`src/rtl/moving_average_filter_unit_macros.svh`:
```
// ----------------------------------------------------------------------------
// moving average filter unit: assertion macros
// shared concurrent assertion forms, clocked on clk_i; only MAF_ASSERT is disabled by rst_ni
// ----------------------------------------------------------------------------
`ifndef MOVING_AVERAGE_FILTER_UNIT_MACROS_SVH
`define MOVING_AVERAGE_FILTER_UNIT_MACROS_SVH

// property checked only while out of reset
`define MAF_ASSERT(name, prop, msg) \
  name: assert property (@(posedge clk_i) disable iff (!rst_ni) prop) else $error(msg);

// property checked at every edge, reset included
`define MAF_ASSERT_ALWAYS(name, prop, msg) \
  name: assert property (@(posedge clk_i) prop) else $error(msg);

`endif

```
`src/rtl/maf_pkg.sv`:
```
// ----------------------------------------------------------------------------
// maf_pkg
// shared types and constants of the moving average filter unit
// ----------------------------------------------------------------------------
package maf_pkg;

  // width of the window length field of the configuration channel
  localparam int unsigned CfgW = 7;
  // window length after reset, before clamping
  localparam int unsigned WindowReset = 10;

  typedef enum logic [1:0] {
    ST_IDLE,
    ST_UPDATE,
    ST_DIVIDE,
    ST_DELIVER
  } maf_state_e;

  // controller to datapath
  typedef struct packed {
    logic load_sample;
    logic update;
    logic cfg_write;
    logic out_load;
  } maf_cmd_t;

  // datapath to controller
  typedef struct packed {
    logic div_done;
  } maf_status_t;

endpackage

```
`src/rtl/maf_if.sv`:
```
// ----------------------------------------------------------------------------
// maf_if
// valid/ready channels of the moving average filter unit
// ----------------------------------------------------------------------------
interface maf_sample_if #(
  parameter int unsigned W = 10
);
  logic         valid;
  logic         ready;
  logic [W-1:0] sample;

  modport source (output valid, output sample, input ready);
  modport sink (input valid, input sample, output ready);
endinterface

interface maf_average_if #(
  parameter int unsigned W = 10
);
  logic         valid;
  logic         ready;
  logic [W-1:0] average;

  modport source (output valid, output average, input ready);
  modport sink (input valid, input average, output ready);
endinterface

interface maf_cfg_if;
  logic                      valid;
  logic                      ready;
  logic [maf_pkg::CfgW-1:0]  window_length;

  modport source (output valid, output window_length, input ready);
  modport sink (input valid, input window_length, output ready);
endinterface

```
`src/rtl/maf_divider.sv`:
```
// ----------------------------------------------------------------------------
// maf_divider
// bit-serial restoring divider, one quotient bit per cycle
// ----------------------------------------------------------------------------
module maf_divider #(
  parameter int unsigned DIVIDEND_W = 16,
  parameter int unsigned DIVISOR_W  = 7
) (
  input  logic                  clk_i,
  input  logic                  rst_ni,
  input  logic                  start_i,
  input  logic [DIVIDEND_W-1:0] dividend_i,
  input  logic [DIVISOR_W-1:0]  divisor_i,
  output logic                  done_o,
  output logic [DIVIDEND_W-1:0] quotient_o
);

  localparam int unsigned CntW = $clog2(DIVIDEND_W + 1);

  logic                  busy_q, busy_d;
  logic [CntW-1:0]       cnt_q, cnt_d;
  logic                  done_q, done_d;
  logic [DIVIDEND_W-1:0] quo_q, quo_d;
  logic [DIVISOR_W-1:0]  rem_q, rem_d;
  logic [DIVISOR_W-1:0]  div_q, div_d;
  logic [DIVISOR_W:0]    trial;
  logic                  ge;

  // shift the next dividend bit into the partial remainder
  assign trial = {rem_q, quo_q[DIVIDEND_W-1]};
  assign ge    = trial >= {1'b0, div_q};

  always_comb begin
    busy_d = busy_q;
    cnt_d  = cnt_q;
    quo_d  = quo_q;
    rem_d  = rem_q;
    div_d  = div_q;
    done_d = busy_q && (cnt_q == CntW'(1));
    if (start_i) begin
      busy_d = 1'b1;
      cnt_d  = CntW'(DIVIDEND_W);
      quo_d  = dividend_i;
      rem_d  = '0;
      div_d  = divisor_i;
    end else if (busy_q) begin
      rem_d = ge ? DIVISOR_W'(trial - {1'b0, div_q}) : DIVISOR_W'(trial);
      quo_d = DIVIDEND_W'({quo_q, ge});
      cnt_d = cnt_q - CntW'(1);
      if (cnt_q == CntW'(1)) begin
        busy_d = 1'b0;
      end
    end
  end

  always_ff @(posedge clk_i or negedge rst_ni) begin
    if (!rst_ni) begin
      busy_q <= 1'b0;
      cnt_q  <= '0;
      done_q <= 1'b0;
    end else begin
      busy_q <= busy_d;
      cnt_q  <= cnt_d;
      done_q <= done_d;
    end
  end

  always_ff @(posedge clk_i) begin
    quo_q <= quo_d;
    rem_q <= rem_d;
    div_q <= div_d;
  end

  assign done_o     = done_q;
  assign quotient_o = quo_q;

endmodule

```
`src/rtl/maf_datapath.sv`:
```
// ----------------------------------------------------------------------------
// maf_datapath
// ring store, running total, write index, window register and divider
// ----------------------------------------------------------------------------
`include "moving_average_filter_unit_macros.svh"

module maf_datapath #(
  parameter int unsigned MAX_WINDOW  = 64,
  parameter int unsigned SAMPLE_BITS = 10
) (
  input  logic                       clk_i,
  input  logic                       rst_ni,
  input  maf_pkg::maf_cmd_t          cmd_i,
  output maf_pkg::maf_status_t       status_o,
  input  logic [SAMPLE_BITS-1:0]     sample_i,
  input  logic [maf_pkg::CfgW-1:0]   cfg_data_i,
  output logic [SAMPLE_BITS-1:0]     average_o
);

  import maf_pkg::*;

  localparam int unsigned IdxW   = (MAX_WINDOW > 1) ? $clog2(MAX_WINDOW) : 1;
  localparam int unsigned WinW   = $clog2(MAX_WINDOW + 1);
  localparam int unsigned TotalW = SAMPLE_BITS + $clog2(MAX_WINDOW);
  localparam int unsigned WinResetClamped =
    (WindowReset < 1) ? 1 : ((WindowReset > MAX_WINDOW) ? MAX_WINDOW : WindowReset);

  logic [SAMPLE_BITS-1:0] mem_q [MAX_WINDOW];
  logic [SAMPLE_BITS-1:0] rd_q;
  logic [SAMPLE_BITS-1:0] sample_q;
  logic [SAMPLE_BITS-1:0] average_q;

  logic [IdxW-1:0]   idx_q, idx_d;
  logic [WinW-1:0]   fill_q, fill_d;
  logic [WinW-1:0]   win_q, win_d;
  logic [TotalW-1:0] total_q, total_d;

  logic [WinW-1:0]        idx_inc;
  logic [WinW-1:0]        win_cfg;
  logic [SAMPLE_BITS-1:0] old_sample;
  logic [TotalW-1:0]      quotient;
  logic                   div_done;

  // clamp the written window length into 1..MAX_WINDOW
  always_comb begin
    if (cfg_data_i == '0) begin
      win_cfg = WinW'(1);
    end else if (32'(cfg_data_i) > 32'(MAX_WINDOW)) begin
      win_cfg = WinW'(MAX_WINDOW);
    end else begin
      win_cfg = WinW'(cfg_data_i);
    end
  end

  // entries at or beyond the fill count were never written since the last clear
  assign old_sample = (WinW'(idx_q) < fill_q) ? rd_q : '0;
  assign idx_inc    = WinW'(idx_q) + WinW'(1);

  always_comb begin
    idx_d   = idx_q;
    fill_d  = fill_q;
    win_d   = win_q;
    total_d = total_q - TotalW'(old_sample) + TotalW'(sample_q);
    if (cmd_i.cfg_write) begin
      win_d  = win_cfg;
      idx_d  = '0;
      fill_d = '0;
    end else if (cmd_i.update) begin
      idx_d  = (idx_inc >= win_q) ? '0 : IdxW'(idx_inc);
      fill_d = (fill_q < win_q) ? fill_q + WinW'(1) : fill_q;
    end
  end

  always_ff @(posedge clk_i or negedge rst_ni) begin
    if (!rst_ni) begin
      idx_q   <= '0;
      fill_q  <= '0;
      win_q   <= WinW'(WinResetClamped);
      total_q <= '0;
    end else begin
      idx_q  <= idx_d;
      fill_q <= fill_d;
      win_q  <= win_d;
      if (cmd_i.cfg_write) begin
        total_q <= '0;
      end else if (cmd_i.update) begin
        total_q <= total_d;
      end
    end
  end

  // ring store: one write port, one registered read port
  always_ff @(posedge clk_i) begin
    if (cmd_i.update) begin
      mem_q[idx_q] <= sample_q;
    end
    rd_q <= mem_q[idx_q];
  end

  always_ff @(posedge clk_i) begin
    if (cmd_i.load_sample) begin
      sample_q <= sample_i;
    end
    if (cmd_i.out_load) begin
      average_q <= SAMPLE_BITS'(quotient);
    end
  end

  maf_divider #(
    .DIVIDEND_W (TotalW),
    .DIVISOR_W  (WinW)
  ) u_maf_divider (
    .clk_i      (clk_i),
    .rst_ni     (rst_ni),
    .start_i    (cmd_i.update),
    .dividend_i (total_d),
    .divisor_i  (win_q),
    .done_o     (div_done),
    .quotient_o (quotient)
  );

  assign status_o.div_done = div_done;
  assign average_o         = average_q;

  `MAF_ASSERT(a_idx_in_window, WinW'(idx_q) < win_q, "write index outside window")
  `MAF_ASSERT(a_fill_in_window, fill_q <= win_q, "fill count above window length")

endmodule

```
`src/rtl/maf_ctrl.sv`:
```
// ----------------------------------------------------------------------------
// maf_ctrl
// sequencer for one sample: update, divide, deliver
// ----------------------------------------------------------------------------
`include "moving_average_filter_unit_macros.svh"

module maf_ctrl (
  input  logic                  clk_i,
  input  logic                  rst_ni,
  input  logic                  in_valid_i,
  output logic                  in_ready_o,
  input  logic                  cfg_valid_i,
  output logic                  cfg_ready_o,
  output logic                  out_valid_o,
  input  logic                  out_ready_i,
  input  maf_pkg::maf_status_t  status_i,
  output maf_pkg::maf_cmd_t     cmd_o
);

  import maf_pkg::*;

  maf_state_e state_q, state_d;
  logic       out_valid_q, out_valid_d;

  always_ff @(posedge clk_i or negedge rst_ni) begin
    if (!rst_ni) begin
      state_q     <= ST_IDLE;
      out_valid_q <= 1'b0;
    end else begin
      state_q     <= state_d;
      out_valid_q <= out_valid_d;
    end
  end

  always_comb begin
    state_d     = state_q;
    cmd_o       = '0;
    in_ready_o  = 1'b0;
    cfg_ready_o = 1'b0;
    out_valid_d = out_valid_q && !out_ready_i;
    unique case (state_q)
      ST_IDLE: begin
        // a window length beat goes first, the sample waits while one is offered
        in_ready_o      = !cfg_valid_i;
        cfg_ready_o     = 1'b1;
        cmd_o.cfg_write = cfg_valid_i;
        if (in_valid_i && !cfg_valid_i) begin
          cmd_o.load_sample = 1'b1;
          state_d           = ST_UPDATE;
        end
      end
      ST_UPDATE: begin
        cmd_o.update = 1'b1;
        state_d      = ST_DIVIDE;
      end
      ST_DIVIDE: begin
        if (status_i.div_done) begin
          state_d = ST_DELIVER;
        end
      end
      ST_DELIVER: begin
        if (!out_valid_q || out_ready_i) begin
          cmd_o.out_load = 1'b1;
          out_valid_d    = 1'b1;
          state_d        = ST_IDLE;
        end
      end
      default: begin
        state_d = ST_IDLE;
      end
    endcase
  end

  assign out_valid_o = out_valid_q;

  `MAF_ASSERT_ALWAYS(a_done_in_divide, status_i.div_done |-> state_q == ST_DIVIDE,
                     "divider done outside divide")
  `MAF_ASSERT(a_load_slot_free, cmd_o.out_load |-> (!out_valid_q || out_ready_i),
              "result overwrites pending beat")

endmodule

```
`src/rtl/moving_average_filter_unit.sv`:
```
// ----------------------------------------------------------------------------
// moving_average_filter_unit
// moving average over the last window_length samples, ring store based
// ----------------------------------------------------------------------------
// Each sample beat replaces the oldest entry of a ring store, updates a running
// total and returns total / window_length, truncated. Writing window_length
// (clamped to 1..MAX_WINDOW, zero reads as one) clears total, index and fill
// count, so entries not written since then read as zero and early averages
// count zeros. The quotient comes from a bit-serial divider, which produces one
// quotient bit per cycle; no new sample is accepted until the average of the
// last one is in the output register. A finished average waits there, so the
// next sample is accepted while it is still pending. Configuration beats are
// taken only while no sample is in work.
// ----------------------------------------------------------------------------
module moving_average_filter_unit #(
  parameter int unsigned MAX_WINDOW  = 64,
  parameter int unsigned SAMPLE_BITS = 10
) (
  input  logic                clk_i,
  input  logic                rst_ni,
  maf_sample_if.sink          sample_if_i,
  maf_cfg_if.sink             cfg_if_i,
  maf_average_if.source       average_if_o
);

  import maf_pkg::*;

  // command and status between sequencer and datapath
  maf_cmd_t    cmd;
  maf_status_t status;

  // sequencer: handshakes and step order
  maf_ctrl u_maf_ctrl (
    .clk_i       (clk_i),
    .rst_ni      (rst_ni),
    .in_valid_i  (sample_if_i.valid),
    .in_ready_o  (sample_if_i.ready),
    .cfg_valid_i (cfg_if_i.valid),
    .cfg_ready_o (cfg_if_i.ready),
    .out_valid_o (average_if_o.valid),
    .out_ready_i (average_if_o.ready),
    .status_i    (status),
    .cmd_o       (cmd)
  );

  // datapath: ring store, running total, window register, divider
  maf_datapath #(
    .MAX_WINDOW  (MAX_WINDOW),
    .SAMPLE_BITS (SAMPLE_BITS)
  ) u_maf_datapath (
    .clk_i      (clk_i),
    .rst_ni     (rst_ni),
    .cmd_i      (cmd),
    .status_o   (status),
    .sample_i   (sample_if_i.sample),
    .cfg_data_i (cfg_if_i.window_length),
    .average_o  (average_if_o.average)
  );

endmodule
```
`src/flat_wrapper.sv`:
```
// flat-port wrapper written by rule: the top's interface ports become plain ports
module moving_average_filter_unit_flat import maf_pkg::*;
#(
  parameter int unsigned MAX_WINDOW  = 64,
  parameter int unsigned SAMPLE_BITS = 10
)
  (clk_i, rst_ni, sample_if_i_valid, sample_if_i_sample, sample_if_i_ready, cfg_if_i_valid, cfg_if_i_window_length, cfg_if_i_ready, average_if_o_valid, average_if_o_average, average_if_o_ready);
  maf_sample_if sample_if_i_i ();
  maf_cfg_if cfg_if_i_i ();
  maf_average_if average_if_o_i ();
  input  logic clk_i;
  input  logic rst_ni;
  input wire logic [$bits(sample_if_i_i.valid)-1:0] sample_if_i_valid;
  input wire logic [$bits(sample_if_i_i.sample)-1:0] sample_if_i_sample;
  output wire logic [$bits(sample_if_i_i.ready)-1:0] sample_if_i_ready;
  input wire logic [$bits(cfg_if_i_i.valid)-1:0] cfg_if_i_valid;
  input wire logic [$bits(cfg_if_i_i.window_length)-1:0] cfg_if_i_window_length;
  output wire logic [$bits(cfg_if_i_i.ready)-1:0] cfg_if_i_ready;
  output wire logic [$bits(average_if_o_i.valid)-1:0] average_if_o_valid;
  output wire logic [$bits(average_if_o_i.average)-1:0] average_if_o_average;
  input wire logic [$bits(average_if_o_i.ready)-1:0] average_if_o_ready;
  assign sample_if_i_i.valid = sample_if_i_valid;
  assign sample_if_i_i.sample = sample_if_i_sample;
  assign sample_if_i_ready = sample_if_i_i.ready;
  assign cfg_if_i_i.valid = cfg_if_i_valid;
  assign cfg_if_i_i.window_length = cfg_if_i_window_length;
  assign cfg_if_i_ready = cfg_if_i_i.ready;
  assign average_if_o_valid = average_if_o_i.valid;
  assign average_if_o_average = average_if_o_i.average;
  assign average_if_o_i.ready = average_if_o_ready;
  moving_average_filter_unit #(.MAX_WINDOW(MAX_WINDOW), .SAMPLE_BITS(SAMPLE_BITS)) u_core (.clk_i(clk_i), .rst_ni(rst_ni), .sample_if_i(sample_if_i_i), .cfg_if_i(cfg_if_i_i), .average_if_o(average_if_o_i));
endmodule
```
`config.mk`:
```
export PLATFORM = sky130hd
export DESIGN_NAME = moving_average_filter_unit_flat
export DESIGN_NICKNAME = d
export VERILOG_FILES = /design/src/rtl/maf_pkg.sv /design/src/rtl/maf_if.sv /design/src/rtl/maf_divider.sv /design/src/rtl/maf_datapath.sv /design/src/rtl/maf_ctrl.sv /design/src/rtl/moving_average_filter_unit.sv /design/src/flat_wrapper.sv
export VERILOG_INCLUDE_DIRS = /design/src /design/src/rtl
export SDC_FILE = /design/constraint.sdc
export NUM_CORES = 1
export LEC_CHECK = 0
export BUFFER_PORTS_ARGS = -buffer_cell sky130_fd_sc_hd__buf_2
export CAP_MARGIN = 20
export CORE_UTILIZATION = 68
export DETAILED_ROUTE_END_ITERATION = 16
export GPL_ROUTABILITY_DRIVEN = 0
export PLACE_DENSITY = 0.85
export RECOVER_POWER = 25
export SETUP_SLACK_MARGIN = 0.15
export SLEW_MARGIN = 20
export SYNTH_ARGS = -nofsm -noshare
export SYNTH_HDL_FRONTEND = slang
export SYNTH_SLANG_ARGS = --single-unit
```
`constraint.sdc`:
```
create_clock -name clk_i -period 13.1 [get_ports clk_i]
set_input_delay 1.31 -clock clk_i [delete_from_list [all_inputs] [get_ports clk_i]]
set_output_delay 1.31 -clock clk_i [all_outputs]
set_load 0.05 [all_outputs]
```
[Yosys cells after proc, flatten, opt, wreduce, memory -nomap -nowiden]
Memory sizes are Yosys's and may differ from the RTL's. A register that Yosys moved wholly into a read port is not among the register bits.
Cells that the tools add are included.
Word-level totals
  memories kept: 1
  memory bits (read-only): 0
  bits in latches: 0
  register bits: 96
  memory bits (writable): 640
  input bits: 22
  output and inout bits: 13
  logic and storage cells: 82
Memories
  u_core.u_maf_datapath.mem_q: words 64, width 10, rd ports 1, clocked after memory_dff 1, write ports 1, RTL line maf_datapath.sv:28  | logic [SAMPLE_BITS-1:0] mem_q [MAX_WINDOW];
Operators by class
  multipliers: 0
  shift operators: 0
  div/mod/pow operators: 0
  bitwise gates (word level): 0
  magnitude comparators: 5
  reduce and logical (&&, ||, !) cells: 14
  equal/unequal tests: 7
  add/subtract/negate cells: 6
  muxes and demuxes: 35
Operators by type and width (number)
  16-bit 2-to-1 mux: 4
  7-bit 2-to-1 mux: 6
  6-bit 2-to-1 mux: 3
  16-bit by 10-bit adder with 16-bit output: 1
  16-bit by 10-bit subtractor with 16-bit output: 1
  1-bit 2-to-1 mux: 15
  10-bit 2-to-1 mux: 1
  5-bit 2-to-1 mux: 2
  8-bit by 7-bit greater-or-equal comparator with 1-bit output: 1
  2-bit one-hot mux with 4 select lines: 1
  6-bit by 1-bit adder with 7-bit output, second input constant: 1
  7-bit by 1-bit adder with 7-bit output, second input constant: 1
  7-bit greater-or-equal comparator: 1
  7-bit greater-than comparator, second input constant: 1
  7-bit logical NOT: 1
  6-bit by 7-bit less-than comparator with 1-bit output: 1
  7-bit less-than comparator: 1
  7-bit subtractor: 1
  2-bit 2-to-1 mux: 3
  2-bit != test, second input constant: 3
  2-bit nonzero test: 3
  5-bit by 1-bit equality test with 1-bit output, second input constant: 1
  5-bit by 1-bit subtractor with 5-bit output, second input constant: 1
  2-bit equality test, second input constant: 2
  other kinds (7): 11

[Longest topological paths before layout]
Gate-level depths: netlist of the first run.
  depth after elaboration: 6
  depth in mapped cells: 18
  mapped depth without buffers: 17

[By module]
Synthesis of the first run repeated with hierarchy kept, for this count alone.
Unflattened totals
  cells, all modules: 1843
  area, all modules: 30910.9 um^2
Modules (own cells, without submodules)
  maf_datapath: seq. area each 20922.6 um^2, times used 1, cells each 1662, area each 28786.4 um^2
  maf_divider: seq. area each 1006.0 um^2, times used 1, cells each 159, area each 1893.1 um^2
  maf_ctrl: seq. area each 75.1 um^2, times used 1, cells each 22, area each 231.5 um^2

[Worst setup path after synthesis of the first run]
OpenSTA, ideal clock, no wires.
  path type: register to register
  start: register u_core.u_maf_datapath.idx_q[0]
  end: register u_core.u_maf_datapath.u_maf_divider.quo_q[15], in the netlist u_core.u_maf_datapath.u_maf_divider.quotient_o[15], data pin
  data required time: 12.840 ns
  arrival time: 3.948 ns
  period minus slack after synthesis: 4.208 ns
  setup slack: 8.892 ns
  path buffers: 2
  stages on the path, launching flop included: 18
  cells stage by stage: dfrtp_1 buf_4 buf_6 nand2b_1 a21o_1 a21o_1 a21o_1 a211o_1 a21boi_0 fa_1 inv_1 ha_1 a211oi_1 or4_1 nand2_1 a31oi_1 xnor3_1 mux2_2
Between the ends
  longest elaborated chain between the ends: 5
RTL lines
  start, declared: RTL line maf_datapath.sv:33  | logic [IdxW-1:0] idx_q, idx_d;
  start signal, assigned: RTL line maf_datapath.sv:81  | idx_q <= idx_d;
  6-bit by 7-bit less-than comparator with 1-bit output: RTL line maf_datapath.sv:56  | assign old_sample = (WinW'(idx_q) < fill_q) ? rd_q : '0;
  10-bit 2-to-1 mux: RTL line maf_datapath.sv:56
  16-bit by 10-bit subtractor with 16-bit output: RTL line maf_datapath.sv:63  | total_d = total_q - TotalW'(old_sample) + TotalW'(sample_q);
  16-bit by 10-bit adder with 16-bit output: RTL line maf_datapath.sv:63
  16-bit 2-to-1 mux: RTL line maf_divider.sv:40  | if (start_i) begin
  via u_core.u_maf_datapath.u_maf_divider.quo_d[15]: RTL line maf_divider.sv:23  | logic [DIVIDEND_W-1:0] quo_q, quo_d;
  end signal, assigned: RTL line maf_divider.sv:69  | quo_q <= quo_d;
  end, declared: RTL line maf_divider.sv:23
The timed path passes the listed nets, and every way through them passes these cells.
A chain may end at the register's enable or synchronous reset.

[Final worst setup path of the first run]
  start: register u_core.u_maf_datapath.sample_q[8]
  end: register u_core.u_maf_datapath.u_maf_divider.quo_q[15], in the netlist u_core.u_maf_datapath.u_maf_divider.quotient_o[15], data pin
Between the ends
  longest elaborated chain between the ends: 2
RTL lines
  start, declared: RTL line maf_datapath.sv:30  | logic [SAMPLE_BITS-1:0] sample_q;
  start signal, assigned: RTL line maf_datapath.sv:102  | sample_q <= sample_i;
  16-bit by 10-bit adder with 16-bit output: RTL line maf_datapath.sv:63
  16-bit 2-to-1 mux: RTL line maf_divider.sv:40
  via u_core.u_maf_datapath.u_maf_divider.quo_d[15]: RTL line maf_divider.sv:23
The timed path passes the listed nets, and every way through them passes these cells.

==> flow_summary_export.csv, run 1 <==
group,metric,value,unit
synth,synth_fp_nets,1977,
floorplan,rows,77,
pwr,p_leak,11.4,nW
clock_tree,numCtsBuffers,71,
clock_tree,clk_path_buf_depth,3,
outcome,violations,"max-capacitance violations, max-slew violations",
pwr,peakVddDrop,0.191,mV
floorplan,start_util,69.6,%
sta,max_freq,167,MHz
synth,async_flop_share,6.17,%
global_route,grt_use_total,33.3,%
final_layout,final_nets,2024,
sta,fin_crit_sh,45.6,%
final_layout,n_antenna_cell,0,
routing,drc_errors,0,
clock_tree,hold_buffers,0,
floorplan,fp.dieH,216,microns
sta,fin_crit,5.97,ns
critical_path,cp.arrival,6.34,ns
floorplan,die_area,0.0465,sq mm
critical_path,r2r_slack,7.13,ns
clock_tree,postCtsSetupBuffers,0,
routing,wl,75600,microns
sta,rsz0062_at_grt,"no",
critical_path,reg2reg_to,"u_core.u_maf_datapath.u_maf_divider.quotient_o[15]",
critical_path,reg2reg_from,"u_core.u_maf_datapath.sample_q[8]",
sta,maxSlewHeadroom,-126,%
critical_path,crit_required,13.47,ns
floorplan,ioPinCount,35,
synth,ys_seq_elements,746,
clock_tree,cts_tree,"built",
job,drv_cap,10,
pwr,power_density,214,mW/mm^2
sta,hold_viol_final,0,
final_layout,nFillCells,2400,
routing,drt_first_pass_iters,7,
clock_tree,ctsRootBufferMaster,"clkbuf_16",
hold_path,hold-path-endpoint,"u_core.u_maf_datapath.average_o[1]",
pwr,p_total,7.27,mW
synth,synth_area_per_cell,16.4,sq um
placement,dp.final_hpwl,42600,microns
clock_tree,clock_sinks,746,
sta,fin_ws,7.13,ns
hold_path,hold-path-cell-count,0,
clock_tree,clk_pin_slew,0.07,ns
routing,vias_per_cell,6.97,
placement,port_buffers,34,
outcome,outcome,"complete, but fails checks",
final_layout,final_common_cell,"edfxtp_1",
synth,synth_edf_count,683,
routing,vias,18000,
final_layout,area_delta_synth_final,9.48,%
placement,pre_cts_slack,8.16,ns
sta,fin_worst_skew,0.0314,ns
synth,ys_types,79,
clock_tree,post_cts_resized,0,
synth,syn_inst,1895,
critical_path,start_kind,"flop",
final_layout,drive_gt1_share,15.8,%
synth,ys_seq_area_share,70.9,%
hold_path,hold_class,"reg2reg",
synth,synth_area,0.0311,sq mm
global_route,antenna_found_initial,2,
synth,synth_warnings,0,
routing,drt_iter0_markers,2690,
final_layout,final_cell_mix,"edfxtp_1 (683), nor2_1 (108), inv_1 (93)",
critical_path,path_max_fanout,65,
critical_path,reg2reg_depth,11,
sta,setup_tns,0,ns
floorplan,die_x,216,microns
global_route,grt_pass1_vias,18100,
placement,placed_cell_area,0.0316,sq mm
routing,routedWlPerCell,29.2,microns
global_route,grt_max_degree,93,
critical_path,worstSetupPathType,"reg2reg",
clock_tree,clkLatencyLatePin,0.63,ns
final_layout,stdcell_area,0.0340,sq mm
global_route,grt_pass1_wl,113000,microns
sta,drv_slew,641,
global_route,grt-ovfl-total,0,
critical_path,setup.worst_path.end_class,"flop",
clock_tree,htree_levels,3,
synth,synth_ff_type,"edfxtp_1",
floorplan,core_area,0.0446,sq mm
sta,setup_viol,0,
sta,worstMarginPinSlew,3.39,ns
routing,postRouteAntennaNets,0,
final_layout,fin_util,76.2,%
hold_path,hold_start,"u_core.u_maf_datapath.u_maf_divider.quotient_o[1]",
## per-layer routing
| layer | vias to the layer above | part of all wire (%) | global-route usage, % |
|---|---|---|---|
| met5 | - | 0.017 | 0 |
| met4 | 2 | 4.8 | 14.4 |
| met3 | 280 | 12 | 9.54 |
| met2 | 1353 | 48 | 52.7 |
| met1 | 8914 | 35 | 43.7 |
| li1 | 7477 | - | - |
## through the flow
step,hold WS [ns],std cells
final,0.446,2588
after floorplan,0.425,1895
after global routing,0.459,2588
after global placement,0.433,2457
after CTS,0.447,2584
after detailed placement,0.432,2457
## worst max-delay path by stage
stage,from,end,cells after the start
floorplan,u_core.u_maf_datapath.idx_q[0],u_core.u_maf_datapath.u_maf_divider.quotient_o[15],17
global route,u_core.u_maf_datapath.sample_q[8],u_core.u_maf_datapath.u_maf_divider.quotient_o[15],11
CTS,u_core.u_maf_datapath.idx_q[1],u_core.u_maf_datapath.u_maf_divider.quotient_o[15],15
global placement,u_core.u_maf_datapath.idx_q[1],u_core.u_maf_datapath.u_maf_divider.quotient_o[15],15
finish,u_core.u_maf_datapath.sample_q[8],u_core.u_maf_datapath.u_maf_divider.quotient_o[15],11
detailed placement,u_core.u_maf_datapath.idx_q[1],u_core.u_maf_datapath.u_maf_divider.quotient_o[15],15
## Yosys cell counts (5+ instances only)
cell / number / share of area [%]
edfxtp_1: 683 / 66
nor2_1: 127 / 1.5
inv_1: 93 / 1.1
mux2i_1: 92 / 3.0
nand2_1: 91 / 1.1
mux4_2: 82 / 5.9
a21oi_1: 69 / 1.1
o21ai_0: 65 / 1.0
ha_1: 49 / 2.0
dfrtp_1: 44 / 3.5
a22oi_1: 35 / 0.85
clkbuf_1: 33 / 0.40
mux2_2: 31 / 1.1
buf_2: 30 / 0.48
a221oi_1: 29 / 0.82
o22ai_1: 28 / 0.56
dfxtp_1: 17 / 1.1
o211ai_1: 15 / 0.36
xnor2_1: 15 / 0.42
a21o_1: 14 / 0.34
a22o_1: 13 / 0.37
nor2b_1: 13 / 0.26
nor3_1: 13 / 0.21
buf_6: 12 / 0.44
a21boi_0: 11 / 0.27
fa_1: 11 / 0.71
nand3_1: 11 / 0.18
a211oi_1: 9 / 0.22
and2_1: 9 / 0.18
buf_4: 9 / 0.22
nand2b_1: 8 / 0.16
nand3b_1: 8 / 0.19
xor2_1: 8 / 0.23
o2bb2ai_1: 7 / 0.20
or4_1: 7 / 0.17
o221ai_1: 6 / 0.17
or3_1: 6 / 0.12
a221oi_2: 5 / 0.24
a31oi_1: 5 / 0.10
and3_1: 5 / 0.10
o2111ai_1: 5 / 0.14
o21bai_1: 5 / 0.12
## area by class of cell
type	instances	area, sq um	area share [%]
Clock buffer	92	1950	5.74
Clock inverter	35	379	1.12
Inverter	94	353	1.04
Multi-Input combinational cell	960	8150	24.0
Sequential cell	746	22000	64.8
Tap cell	592	741	2.18
Timing Repair Buffer	69	408	1.20
## cells by family after synthesis
| kind of cell | after synthesis | synth area share (%) |
|---|---|---|
| DFF | 746 | 70.9 |
| AOI/OAI and AO/OA | 348 | 7.70 |
| and+or+nand+nor | 320 | 4.74 |
| muxes | 208 | 10.2 |
| buffers and inverters | 189 | 3.07 |
| adders and majority gates | 60 | 2.68 |
| xor gates and xnor gates | 24 | 0.721 |
## state kept, by name, indices dropped and copies added, names as in the netlist, 10 cells and up
| name | flops |
|---|---|
| u_core.u_maf_datapath.total_q | 16 |
| u_core.u_maf_datapath.mem_q | 640 |
| u_core.u_maf_datapath.u_maf_divider.quotient_o | 16 |
| u_core.u_maf_datapath.sample_q | 10 |
| u_core.u_maf_datapath.average_o | 10 |
| u_core.u_maf_datapath.rd_q | 10 |
## worst max-delay path: stages, from the launching register on
cell and delay (ns):
edfxtp_1 0.32, clkbuf_1 2.36, inv_1 0.33, fa_1 0.68, inv_1 0.04, ha_1 0.35, a21oi_1 0.16, o21ai_0 0.15
a221o_1 0.37, a31oi_1 0.32, xnor3_1 0.29, mux2_2 0.28
## power by group
group          switching (mW)  internal, mW  leakage, nW
registers               0.126          2.82         6.90
clock network           0.877          1.19         1.12
logic                    1.39         0.860         3.35
total                    2.39          4.88         11.4
Note: power is estimated with default switching activity, not from simulation.
==> inputs of run 2 (changes only) <==
- CORE_UTILIZATION: 68 -> 63
- PLACE_DENSITY: 0.85 -> 0.8
- clock period: 13.1 -> 5.6 ns (I/O delays scaled with it)
==> flow_summary_export.csv, run 2 (synthesis gave the netlist of run 1 again) <==
group,metric,value,unit
routing,vias_per_cell,6.64,
routing,postRouteAntennaNets,0,
routing,drt_iter0_markers,2504,
clock_tree,ctsRootBufferMaster,"clkbuf_16",
critical_path,start_kind,"flop",
pwr,pwr-share-clk,28.6,%
floorplan,die_x,224,microns
final_layout,largest_reg_flops,640,
final_layout,final_cell_mix,"edfxtp_1 (683), nor2_1 (121), inv_1 (93)",
floorplan,ioPinCount,35,
placement,port_buffers,34,
pwr,p_total,17.0,mW
critical_path,path_max_fanout,17,
sta,fin_crit_sh,82.2,%
routing,wl,74400,microns
final_layout,regMostFlops,"u_core.u_maf_datapath.mem_q",
routing,routed.top_layer,"met5",
critical_path,cp.arrival,5.08,ns
final_layout,drive_gt1_share,17.1,%
pwr,power_frac_seq,40.0,%
clock_tree,cts_tree,"built",
global_route,grt_use_total,30.5,%
sta,hold_viol_final,0,
sta,max_freq,217,MHz
routing,dr_wl_met2,35400,microns
clock_tree,postCtsSetupBuffers,0,
global_route,grt_max_degree,159,
sta,rsz0062_at_grt,"no",
clock_tree,clk_pin_slew,0.06,ns
sta,worstMarginPinSlew,3.02,ns
placement,dp.final_hpwl,43700,microns
pwr,p_int,11.4,mW
sta,setup_tns,0,ns
placement,pre_cts_slack,0.998,ns
pwr,switching_share,32.8,%
critical_path,crit_required,6.07,ns
clock_tree,post_cts_resized,0,
final_layout,nFillCells,2882,
final_layout,multi_input_area,0.00811,sq mm
outcome,outcome,"complete, but fails checks",
outcome,violations,"max-capacitance violations, max-slew violations",
routing,wl_met3,7430,microns
floorplan,core_area,0.0481,sq mm
pwr,p_leak,11.7,nW
routing,vias,17900,
final_layout,area_delta_synth_final,10.9,%
pwr,pwr-share-comb,31.4,%
clock_tree,numCtsBuffers,72,
critical_path,r2r_slack,1.0,ns
clock_tree,clock_sinks,746,
clock_tree,htree_levels,3,
routing,wl_met1,27400,microns
routing,drt_first_pass_iters,9,
routing,drc_errors,0,
pwr,peakVddDrop,0.300,mV
final_layout,n_antenna_cell,0,
routing,routedWlPerCell,27.5,microns
floorplan,fp.dieH,224,microns
floorplan,start_util,64.5,%
final_layout,fin_cells,2701,
sta,drv_slew,307,
final_layout,fin_util,71.5,%
critical_path,worstSetupPathType,"reg2reg",
final_layout,regArea,0.0220,sq mm
global_route,grt-ovfl-total,0,
global_route,antenna_found_initial,2,
clock_tree,hold_buffers,0,
clock_tree,clk_path_buf_depth,3,
pwr,power_density,495,mW/mm^2
clock_tree,clkLatencyLatePin,0.62,ns
floorplan,die_area,0.0502,sq mm
pwr,p_sw,5.58,mW
job,drv_cap,5,
final_layout,final_nets,2069,
global_route,grt_pass1_vias,17800,
sta,setup_viol,0,
sta,fin_worst_skew,0.0212,ns
sta,fin_ws,0.995,ns
sta,fin_crit,4.60,ns
critical_path,setup.worst_path.end_class,"flop",
global_route,grt_pass1_wl,111000,microns
floorplan,rows,80,
hold_path,hold_class,"in2reg",
sta,maxSlewHeadroom,-101,%
placement,dp.cells,2568,
final_layout,final_common_cell,"edfxtp_1",
[run 2: cell count changes in the layout (fill, tap and decap cells not counted), moves of 5 or more]
cell / previous run / this run
clkinv_2: 8 / 13
buf_4: 24 / 72
nor2_1: 108 / 121
nor2_2: 19 / 6
[run 2: area by class of cell]
cell class | count | share of cell area, %
clock buffers | 98 | 5.88
repair buffers | 113 | 2.23
clock inverters | 34 | 0.960
flip-flops and latches | 746 | 64.0
well taps | 656 | 2.38
inverters | 94 | 1.03
multi-input cells | 960 | 23.6
[run 2: worst paths after layout]
| check | from | cells after the start | to |
|---|---|---|---|
| worst min-delay path | sample_if_i_sample[3] | 1 | u_core.u_maf_datapath.sample_q[3] |
| worst max-delay path | u_core.u_maf_datapath.idx_q[0] | 15 | u_core.u_maf_datapath.total_q[12] |
| worst min register to register | u_core.u_maf_datapath.win_q[4] | 0 | u_core.u_maf_datapath.u_maf_divider.div_q[4] |
| max in group asynchronous | rst_ni | 2 | u_core.u_maf_datapath.idx_q[2] |
| min in group asynchronous | rst_ni | 2 | u_core.u_maf_datapath.win_q[5] |
| worst max register to register | u_core.u_maf_datapath.idx_q[0] | 15 | u_core.u_maf_datapath.total_q[12] |
[run 2: critical path, stage by stage (launching register included)]
cell       delay, ns
dfrtp_4         0.61
nand2b_1        0.20
a21o_1          0.18
a21o_1          0.17
a21o_1          0.17
a211o_1         0.40
a21boi_0        0.27
fa_1            0.47
inv_1           0.08
ha_1            0.27
a211oi_1        0.42
o21ai_0         0.25
a21oi_1         0.22
o21ai_0         0.16
and3_1          0.21
a2111oi_0       0.39
[run 2: power groups by stage]
stage                     clock network [mW]  logic (mW)  registers, mW
after floorplan                            0        3.80           6.95
after global placement                     0        5.02           6.90
after detailed placement                   0        5.21           6.92
after CTS                               4.91        5.26           6.81
after global routing                    5.10        5.82           6.85
final                                   4.86        5.35           6.81
[run 2: per-stage QoR]
step                      instance area [sq um]  hold slack, ns
after detailed placement                  32100           0.440
after global placement                    32100           0.434
final                                     34400           0.128
after CTS                                 34400          0.0438
after floorplan                           31100           0.264
after global routing                      34400           0.113
[run 2: metal layers]
layer,up-vias,GRT usage [%]
met3,265,7.08
met2,1150,48.3
li1,7576,-
met5,-,0
met4,6,15.5
met1,8931,40.1
